$ cat src/sv/hsl_pkg.sv
// hsl_pkg: shared types and constants of the heading slew limiter.
// Angle format, CORDIC arctangent table, register indexes.
// No dependencies.
package hsl_pkg;

	localparam int ANGLE_FRAC_BITS = 13;
	localparam int ANGLE_W         = 16;
	localparam int WIDE_W          = 20;
	localparam int MAX_STEP_W      = 13;
	localparam int MAX_RATE_W      = 15;
	localparam int CFG_DATA_W      = 15;
	localparam int CFG_INDEX_W     = 1;

	localparam longint unsigned PI_SCALED32 = 64'd13493037705;
	localparam longint PI_Q = longint'((PI_SCALED32 + (64'd1 << (31 - ANGLE_FRAC_BITS)))
		>> (32 - ANGLE_FRAC_BITS));

	localparam int CORDIC_ITERS = 24;
	localparam int ITER_W       = $clog2(CORDIC_ITERS);
	localparam int CORD_X_W     = 33;
	localparam int CORD_Z_W     = 34;
	localparam int VEL_SHIFT    = 14;
	localparam longint HALF_PI_Q30 = 64'sd1686629713;

	localparam logic [29:0] ATAN_Q30 [CORDIC_ITERS] = '{
		30'd843314856, 30'd497837829, 30'd263043836, 30'd133525158, 30'd67021686,
		30'd33543515, 30'd16775850, 30'd8388437, 30'd4194282, 30'd2097149,
		30'd1048575, 30'd524287, 30'd262143, 30'd131071, 30'd65535,
		30'd32767, 30'd16383, 30'd8191, 30'd4095, 30'd2047,
		30'd1023, 30'd511, 30'd255, 30'd127
	};

	localparam logic [CFG_INDEX_W-1:0] REG_MAX_STEP = 1'd0;
	localparam logic [CFG_INDEX_W-1:0] REG_MAX_RATE = 1'd1;

	localparam logic [MAX_STEP_W-1:0] RESET_MAX_STEP = 13'd257;
	localparam logic [MAX_RATE_W-1:0] RESET_MAX_RATE = 15'd25736;

	typedef logic signed [ANGLE_W-1:0] angle_t;
	typedef logic signed [WIDE_W-1:0]  wide_t;
	typedef logic signed [15:0]        vel_t;

endpackage

$ cat src/sv/heading_slew_limiter.sv
// heading_slew_limiter: velocity to slew-limited, smoothed heading and rate.
// Steps from input transaction to result valid: 24 CORDIC iterations in
// hsl_cordic, rounding, target select, limit, average.
// A new transaction is taken only after the previous result is registered at the output; in_stall is high until then.
// Reset: asynchronous, clears state and history, loads register defaults.
// Depends on hsl_pkg and hsl_cordic.
module heading_slew_limiter (
	input  logic                                clk,
	input  logic                                arst_n,
	input  logic                                in_valid,
	output logic                                in_stall,
	input  hsl_pkg::vel_t                       vel_x,
	input  hsl_pkg::vel_t                       vel_y,
	input  hsl_pkg::vel_t                       vel_z,
	output logic                                out_valid,
	input  logic                                out_stall,
	output hsl_pkg::angle_t                     heading,
	output hsl_pkg::angle_t                     heading_rate,
	input  logic                                cfg_wr_en,
	input  logic [hsl_pkg::CFG_INDEX_W-1:0]     cfg_index,
	input  logic [hsl_pkg::CFG_DATA_W-1:0]      cfg_data
);
	import hsl_pkg::*;

	typedef enum logic [1:0] {
		S_IDLE,
		S_ATAN,
		S_LIMIT,
		S_AVG
	} state_t;

	localparam int PROD_W = 28;
	localparam wide_t PI_W  = WIDE_W'(PI_Q);
	localparam wide_t PI2_W = WIDE_W'(2 * PI_Q);

	state_t                  st_q;
	logic [MAX_STEP_W-1:0]   max_step_q;
	logic [MAX_RATE_W-1:0]   max_rate_q;
	angle_t                  prev_heading_q, prev_rate_q;
	logic                    zero_xy_q, zero_all_q;
	wide_t                   tgt_q, yaw_q;
	angle_t                  rate_q;

	logic                    in_accept, atan_done;
	angle_t                  atan_angle;
	wide_t                   l_w, m_w, r_w, d, yaw_c, dec_c, inc_c, diff;
	angle_t                  rate_c, heading_c, heading_rate_c;
	logic signed [PROD_W-1:0] prod, r_p;
	logic signed [WIDE_W:0]  sum_h;
	logic signed [ANGLE_W:0] sum_r;
	logic                    advance;

	assign in_stall  = (st_q != S_IDLE);
	assign in_accept = in_valid && !in_stall;
	assign advance   = (st_q == S_AVG) && (!out_valid || !out_stall);

	hsl_cordic u_cordic (
		.clk    (clk),
		.arst_n (arst_n),
		.start  (in_accept),
		.vel_x  (vel_x),
		.vel_y  (vel_y),
		.done   (atan_done),
		.angle  (atan_angle)
	);

	assign l_w = WIDE_W'(prev_heading_q);
	assign m_w = {{(WIDE_W-MAX_STEP_W){1'b0}}, max_step_q};
	assign r_w = {{(WIDE_W-MAX_RATE_W){1'b0}}, max_rate_q};
	assign r_p = {{(PROD_W-MAX_RATE_W){1'b0}}, max_rate_q};
	assign d   = tgt_q - l_w;
	assign prod = PROD_W'(d) * PROD_W'(100);

	always_comb begin
		dec_c = l_w - m_w;
		if (dec_c < -PI_W) begin
			dec_c = dec_c + PI2_W;
		end
		inc_c = l_w + m_w;
		if (inc_c > PI_W) begin
			inc_c = inc_c - PI2_W;
		end
		if (d > PI_W) begin
			yaw_c  = (d - PI2_W < -m_w) ? dec_c : tgt_q;
			rate_c = ANGLE_W'(-r_w);
		end else if (d < -PI_W) begin
			yaw_c  = (d + PI2_W > m_w) ? inc_c : tgt_q;
			rate_c = ANGLE_W'(r_w);
		end else if (d < -m_w) begin
			yaw_c  = dec_c;
			rate_c = ANGLE_W'(-r_w);
		end else if (d > m_w) begin
			yaw_c  = inc_c;
			rate_c = ANGLE_W'(r_w);
		end else begin
			yaw_c = tgt_q;
			if (prod > r_p) begin
				rate_c = ANGLE_W'(r_w);
			end else if (prod < -r_p) begin
				rate_c = ANGLE_W'(-r_w);
			end else begin
				rate_c = ANGLE_W'(prod);
			end
		end
	end

	assign diff  = yaw_q - l_w;
	assign sum_h = (WIDE_W+1)'(yaw_q) + (WIDE_W+1)'(prev_heading_q);
	assign sum_r = (ANGLE_W+1)'(rate_q) + (ANGLE_W+1)'(prev_rate_q);
	assign heading_c = ((diff <= m_w) && (diff >= -m_w)) ? ANGLE_W'(sum_h >>> 1)
		: ANGLE_W'(yaw_q);
	assign heading_rate_c = ANGLE_W'(sum_r >>> 1);

	always_ff @(posedge clk or negedge arst_n) begin
		if (!arst_n) begin
			st_q           <= S_IDLE;
			max_step_q     <= RESET_MAX_STEP;
			max_rate_q     <= RESET_MAX_RATE;
			prev_heading_q <= '0;
			prev_rate_q    <= '0;
			zero_xy_q      <= 1'b0;
			zero_all_q     <= 1'b0;
			tgt_q          <= '0;
			yaw_q          <= '0;
			rate_q         <= '0;
			out_valid      <= 1'b0;
			heading        <= '0;
			heading_rate   <= '0;
		end else begin
			if (cfg_wr_en) begin
				case (cfg_index)
					REG_MAX_STEP: max_step_q <= cfg_data[MAX_STEP_W-1:0];
					REG_MAX_RATE: max_rate_q <= cfg_data[MAX_RATE_W-1:0];
					default: ;
				endcase
			end
			if (advance) begin
				out_valid <= 1'b1;
			end else if (out_valid && !out_stall) begin
				out_valid <= 1'b0;
			end
			case (st_q)
				S_IDLE: begin
					if (in_accept) begin
						zero_xy_q  <= (vel_x == '0) && (vel_y == '0);
						zero_all_q <= (vel_x == '0) && (vel_y == '0) && (vel_z == '0);
						st_q       <= S_ATAN;
					end
				end
				S_ATAN: begin
					if (atan_done) begin
						if (zero_all_q) begin
							tgt_q <= l_w;
						end else if (zero_xy_q) begin
							tgt_q <= '0;
						end else begin
							tgt_q <= WIDE_W'(atan_angle);
						end
						st_q <= S_LIMIT;
					end
				end
				S_LIMIT: begin
					yaw_q  <= yaw_c;
					rate_q <= rate_c;
					st_q   <= S_AVG;
				end
				S_AVG: begin
					if (advance) begin
						heading        <= heading_c;
						heading_rate   <= heading_rate_c;
						prev_heading_q <= heading_c;
						prev_rate_q    <= heading_rate_c;
						st_q           <= S_IDLE;
					end
				end
				default: st_q <= S_IDLE;
			endcase
		end
	end

	a_done_waits: assert property (@(posedge clk) disable iff (!arst_n)
		atan_done |-> (st_q == S_ATAN))
		else $error("arctangent result arrived outside its wait state");

	a_history: assert property (@(posedge clk) disable iff (!arst_n)
		advance |=> (prev_heading_q == heading) && (prev_rate_q == heading_rate))
		else $error("history differs from delivered result");

	a_valid_source: assert property (@(posedge clk) disable iff (!arst_n)
		$rose(out_valid) |-> $past(st_q == S_AVG))
		else $error("result raised outside the averaging step");

endmodule

$ cat src/sv/hsl_cordic.sv
// hsl_cordic: iterative vectoring CORDIC giving atan2(vel_y, vel_x).
// One shift-add iteration per cycle, rounded and clamped to +-pi in Q3.13.
// Depends on hsl_pkg.
module hsl_cordic (
	input  logic            clk,
	input  logic            arst_n,
	input  logic            start,
	input  hsl_pkg::vel_t   vel_x,
	input  hsl_pkg::vel_t   vel_y,
	output logic            done,
	output hsl_pkg::angle_t angle
);
	import hsl_pkg::*;

	typedef enum logic [1:0] {
		S_IDLE,
		S_ITER,
		S_ROUND
	} state_t;

	localparam logic [ITER_W-1:0] LAST_ITER = ITER_W'(CORDIC_ITERS - 1);
	localparam logic signed [CORD_Z_W-1:0] HALF_PI_Z = CORD_Z_W'(HALF_PI_Q30);
	localparam logic signed [CORD_Z_W-1:0] PI_Z      = CORD_Z_W'(PI_Q);
	localparam logic signed [CORD_Z_W-1:0] ROUND_Z   =
		CORD_Z_W'(64'sd1 << (29 - ANGLE_FRAC_BITS));

	state_t                      st_q;
	logic [ITER_W-1:0]           iter_q;
	logic signed [CORD_X_W-1:0]  x_q, y_q;
	logic signed [CORD_Z_W-1:0]  z_q;

	logic signed [CORD_X_W-1:0]  x0, y0, dx, dy;
	logic signed [CORD_Z_W-1:0]  atan_z, z_rnd;
	logic                        y_pos;

	assign x0     = CORD_X_W'(vel_x) <<< VEL_SHIFT;
	assign y0     = CORD_X_W'(vel_y) <<< VEL_SHIFT;
	assign dx     = y_q >>> iter_q;
	assign dy     = x_q >>> iter_q;
	assign y_pos  = !y_q[CORD_X_W-1] && (|y_q);
	assign atan_z = signed'({{(CORD_Z_W-30){1'b0}}, ATAN_Q30[iter_q]});
	assign z_rnd  = (z_q + ROUND_Z) >>> (30 - ANGLE_FRAC_BITS);

	always_ff @(posedge clk or negedge arst_n) begin
		if (!arst_n) begin
			st_q   <= S_IDLE;
			iter_q <= '0;
			x_q    <= '0;
			y_q    <= '0;
			z_q    <= '0;
			done   <= 1'b0;
			angle  <= '0;
		end else begin
			done <= 1'b0;
			case (st_q)
				S_IDLE: begin
					if (start) begin
						iter_q <= '0;
						st_q   <= S_ITER;
						if (!x0[CORD_X_W-1]) begin
							x_q <= x0;
							y_q <= y0;
							z_q <= '0;
						end else if (!y0[CORD_X_W-1]) begin
							x_q <= y0;
							y_q <= -x0;
							z_q <= HALF_PI_Z;
						end else begin
							x_q <= -y0;
							y_q <= x0;
							z_q <= -HALF_PI_Z;
						end
					end
				end
				S_ITER: begin
					if (y_pos) begin
						x_q <= x_q + dx;
						y_q <= y_q - dy;
						z_q <= z_q + atan_z;
					end else begin
						x_q <= x_q - dx;
						y_q <= y_q + dy;
						z_q <= z_q - atan_z;
					end
					if (iter_q == LAST_ITER) begin
						st_q <= S_ROUND;
					end else begin
						iter_q <= iter_q + 1'b1;
					end
				end
				S_ROUND: begin
					if (z_rnd > PI_Z) begin
						angle <= ANGLE_W'(PI_Z);
					end else if (z_rnd < -PI_Z) begin
						angle <= ANGLE_W'(-PI_Z);
					end else begin
						angle <= ANGLE_W'(z_rnd);
					end
					done <= 1'b1;
					st_q <= S_IDLE;
				end
				default: st_q <= S_IDLE;
			endcase
		end
	end

	a_done_pulse: assert property (@(posedge clk) disable iff (!arst_n)
		done |=> !done)
		else $error("done held longer than one cycle");

	a_iter_bound: assert property (@(posedge clk) disable iff (!arst_n)
		(st_q == S_ITER) |-> (iter_q <= LAST_ITER))
		else $error("iteration count beyond table");

	a_start_idle: assert property (@(posedge clk) disable iff (!arst_n)
		start |-> (st_q == S_IDLE))
		else $error("start while busy");

endmodule
$ cat config.mk
export PLATFORM = sky130hd
export DESIGN_NAME = heading_slew_limiter
export DESIGN_NICKNAME = d
export VERILOG_FILES = /design/src/sv/hsl_pkg.sv /design/src/sv/heading_slew_limiter.sv /design/src/sv/hsl_cordic.sv
export SDC_FILE = /design/constraint.sdc
export NUM_CORES = 2
export LEC_CHECK = 0
export CAP_MARGIN = 20
export CORE_MARGIN = 10
export CORE_UTILIZATION = 50
export DETAILED_ROUTE_END_ITERATION = 10
export DONT_BUFFER_PORTS = 1
export GPL_ROUTABILITY_DRIVEN = 0
export GPL_TIMING_DRIVEN = 0
export SLEW_MARGIN = 20
export SYNTH_ARGS = -nofsm -noshare
export SYNTH_HDL_FRONTEND = slang
export SYNTH_SLANG_ARGS = --single-unit
$ cat constraint.sdc
create_clock -name clk -period 13.53 [get_ports clk]
set_input_delay 0.6765 -clock clk [delete_from_list [all_inputs] [get_ports clk]]
set_output_delay 0.6765 -clock clk [all_outputs]
set_load 0.02 [all_outputs]
==> flow_metrics.py <==
metrics = {
    "status": {
        "status": "complete, no violations",
    },
    "cts": {
        "clock_latency_ns": 0.58,
        "htree_levels": 2,
        "numCtsBuffers": 34,
        "cts_tree": "done",
        "clkTransAtPathRegs_ns": 0.06,
        "cts_sinks": 239,
        "root_buffer": "clkbuf_16",
        "cts-hold-fix-buffers": 2,
        "cts_max_path_buffers": 3,
        "cts_resized": 0,
        "cts_setup_buffers": 0,
    },
    "setup_path": {
        "crit_type": "reg2reg",
        "crit_required_ns": 13.92,
        "endpoint_kind": "flip-flop",
        "crit_slowest_cell": "a2111oi_1",
        "start_kind": "flip-flop",
        "cpPeakStageDelay_ns": 0.88,
        "path_max_fanout": 10,
        "arrival_ns": 11.03,
        "cp_common_cell": "ha_1",
    },
    "yosys": {
        "synthArstFlopShare_pct": 100.0,
        "netlist_instances": 4312,
        "yosysTopAreaCell": "dfrtp_1",
        "ys_seq_area_share_pct": 17.26,
        "synthXorXnorAreaFrac_pct": 8.911,
        "synthMuxAreaShare_pct": 9.048,
        "syn_area_um2": 34700,
        "synth_top_family_by_area": "compound AO/OA/AOI/OAI gates",
        "synth-adder-area-share_pct": 15.46,
        "synth_compound_area_share_pct": 26.21,
        "mappedNetlistNets": 4799,
        "synth_edf_count": 0,
        "synth-simple-area-share_pct": 18.33,
        "synth_top_area_share_pct": 16.73,
        "syn_avg_cell_area_um2": 8.047,
        "synth-seq-cells": 239,
        "synth_cell_types": 110,
        "synth_area_leaders": "dfrtp_1 17%, ha_1 15%, xnor2_1 6.1%",
        "synth_top_flop_cell": "dfrtp_1",
        "yosysWarningCount": 0,
    },
    "global_routing": {
        "antenna_found_initial": 1,
        "grtUsageTotal_pct": 31.52,
        "grt_max_degree": 233,
        "grt_pass1_wl_um": 200200,
        "first_global_vias": 32550,
        "grt.overflow.total": 0,
    },
    "finish": {
        "layout_common_cells": "404 x ha_1, 381 x nor2_1, 339 x nand2_1",
        "drive_gt1_share_pct": 6.970,
        "final_common_cell": "ha_1",
        "final_util_pct": 53.92,
        "diodes": 0,
        "final_nets": 4839,
        "area_delta_synth_final_pct": 6.765,
    },
    "die": {
        "die_x_um": 283.4,
        "dieArea_um2": 80330,
        "rows": 96,
        "core-area_um2": 68710,
        "start_util_pct": 50.50,
        "pin_count": 103,
        "die_h_um": 283.4,
    },
    "pwr": {
        "power_leakage_nw": 16.38,
        "powerDensity_nw_per_um2": 53.57,
        "power.total_mw": 1.984,
        "vdd_drop_max_v": 0.00007325,
    },
    "routing": {
        "vias": 34940,
        "drt-total-wl_um": 132800,
        "ant_nets": 0,
        "routedWlPerCell_um": 25.03,
        "avgViaCountPerCell": 6.583,
        "drt_iter0_markers": 3818,
        "first_pass_iters": 6,
        "drc_errors": 0,
    },
    "job": {
        "maxCapViolCount": 0,
    },
    "sta": {
        "worst_pin_slew_ns": 1.227,
        "fin_crit_ns": 10.64,
        "rsz0062_at_grt": "no",
        "slew_headroom_pct": 18.20,
        "hold_viol": 0,
        "tns_ns": 0,
        "fin_crit_sh_pct": 78.63,
        "final-setup-viol-count": 0,
        "fmax_mhz": 93.99,
        "fin_worst_skew_ns": 0.03528,
        "drv_slew": 0,
    },
    "hold_path": {
        "holdCritPathClass": "in2async",
    },
    "placement": {
        "dpl.hpwl_um": 104400,
        "port-buffer-count": 0,
    },
}
==> worst max-delay path, delay by kind of cell (launching register included) <==
kind,cells,cell delay (ns)
flops,1,0.67
xor+xnor,3,0.99
compound gates,14,5.06
fa+ha+maj,6,2.08
simple gates,6,0.79
buf+inv,3,0.85
==> final timing paths <==
path | start | cells past startpoint | slack [ns] | end
max reg2reg | prev_heading_q[1] | 32 | 2.89 | rate_q[1]
max in group asynchronous | arst_n | 2 | 12.36 | max_step_q[10]
max | prev_heading_q[1] | 32 | 2.89 | rate_q[1]
min | arst_n | 1 | 0.06 | u_cordic.y_q[2]
min reg2reg | u_cordic.angle[14] | 2 | 0.52 | u_cordic.angle[14]
min in group clk | cfg_data[0] | 2 | 0.24 | max_step_q[0]
==> power breakdown <==
part,switching (mW),internal [mW],leakage (nW)
combinational,0.202,0.113,13.0
sequential,0.0248,0.729,2.85
clock,0.389,0.526,0.544
total,0.616,1.37,16.4
==> cells by family (layout without fill, tap and decap cells) <==
family | Yosys count | in the layout
adder cells (fa/ha/maj) | 421 | 421
AO/OA/AOI/OAI | 1364 | 1364
buffers and inverters | 412 | 476
AND/OR/NAND/NOR | 1318 | 1318
XOR/XNOR | 353 | 353
multiplexers | 205 | 205
flip-flops | 239 | 239
==> Yosys cell counts (36+ instances only) <==
cell,count
ha_1,404
nor2_1,381
nand2_1,339
a21oi_1,310
o21ai_0,271
xnor2_1,241
dfrtp_1,232
inv_1,190
clkbuf_1,152
xor2_1,112
a21o_1,110
nand3_1,108
nor3_1,97
a211oi_1,89
mux4_2,78
mux2i_1,69
nand2b_1,59
nor2b_1,57
o21a_1,57
o22ai_1,52
mux2_2,48
a31oi_1,47
o211ai_1,45
o31ai_1,38
or3_1,38
nor4_1,37
a22oi_1,36
==> per-layer routing <==
layer	routed length, um	global-route usage (%)	up-vias	part of all wire, %
li1	-	-	16180	-
met1	54230	40.40	16660	41
met2	58740	50.08	1708	44
met3	11380	5.523	389	8.6
met4	8457	16.74	2	6.4
met5	13	0	-	0.0098
==> metrics by stage <==
step | setup WS [ns] | cell area, um^2 | hold WS (ns) | cells
after detailed placement | 3.172 | 35870 | 0.3969 | 5244
after global routing | 2.157 | 37040 | 0.1028 | 5307
final | 2.891 | 37040 | 0.05791 | 5307
after floorplan | 5.522 | 34700 | 0.3809 | 4312
after CTS | 3.086 | 37020 | 0.2137 | 5306
after global placement | 3.234 | 35860 | 0.3995 | 5243
==> layout make-up <==
type	count	area [um^2]
buffer	211	903.4
clock buffer	45	962.2
clock inverter	15	145.1
fill	6823	31660
inverter	201	754.5
multi-input combinational	3661	27060
sequential	239	5989
tap	931	1165
timing repair buffer	4	68.82
==> flip-flops by register name, summed over array words and instances (netlist names), 5 cells and up <==
name	count
u_cordic.iter_q	5
prev_heading_q	16
yaw_q	18
u_cordic.angle	16
tgt_q	16
prev_rate_q	16
rate_q	16
u_cordic.x_q	33
u_cordic.z_q	34
max_rate_q	15
max_step_q	13
u_cordic.y_q	33
(Power assumes the default switching activity.)
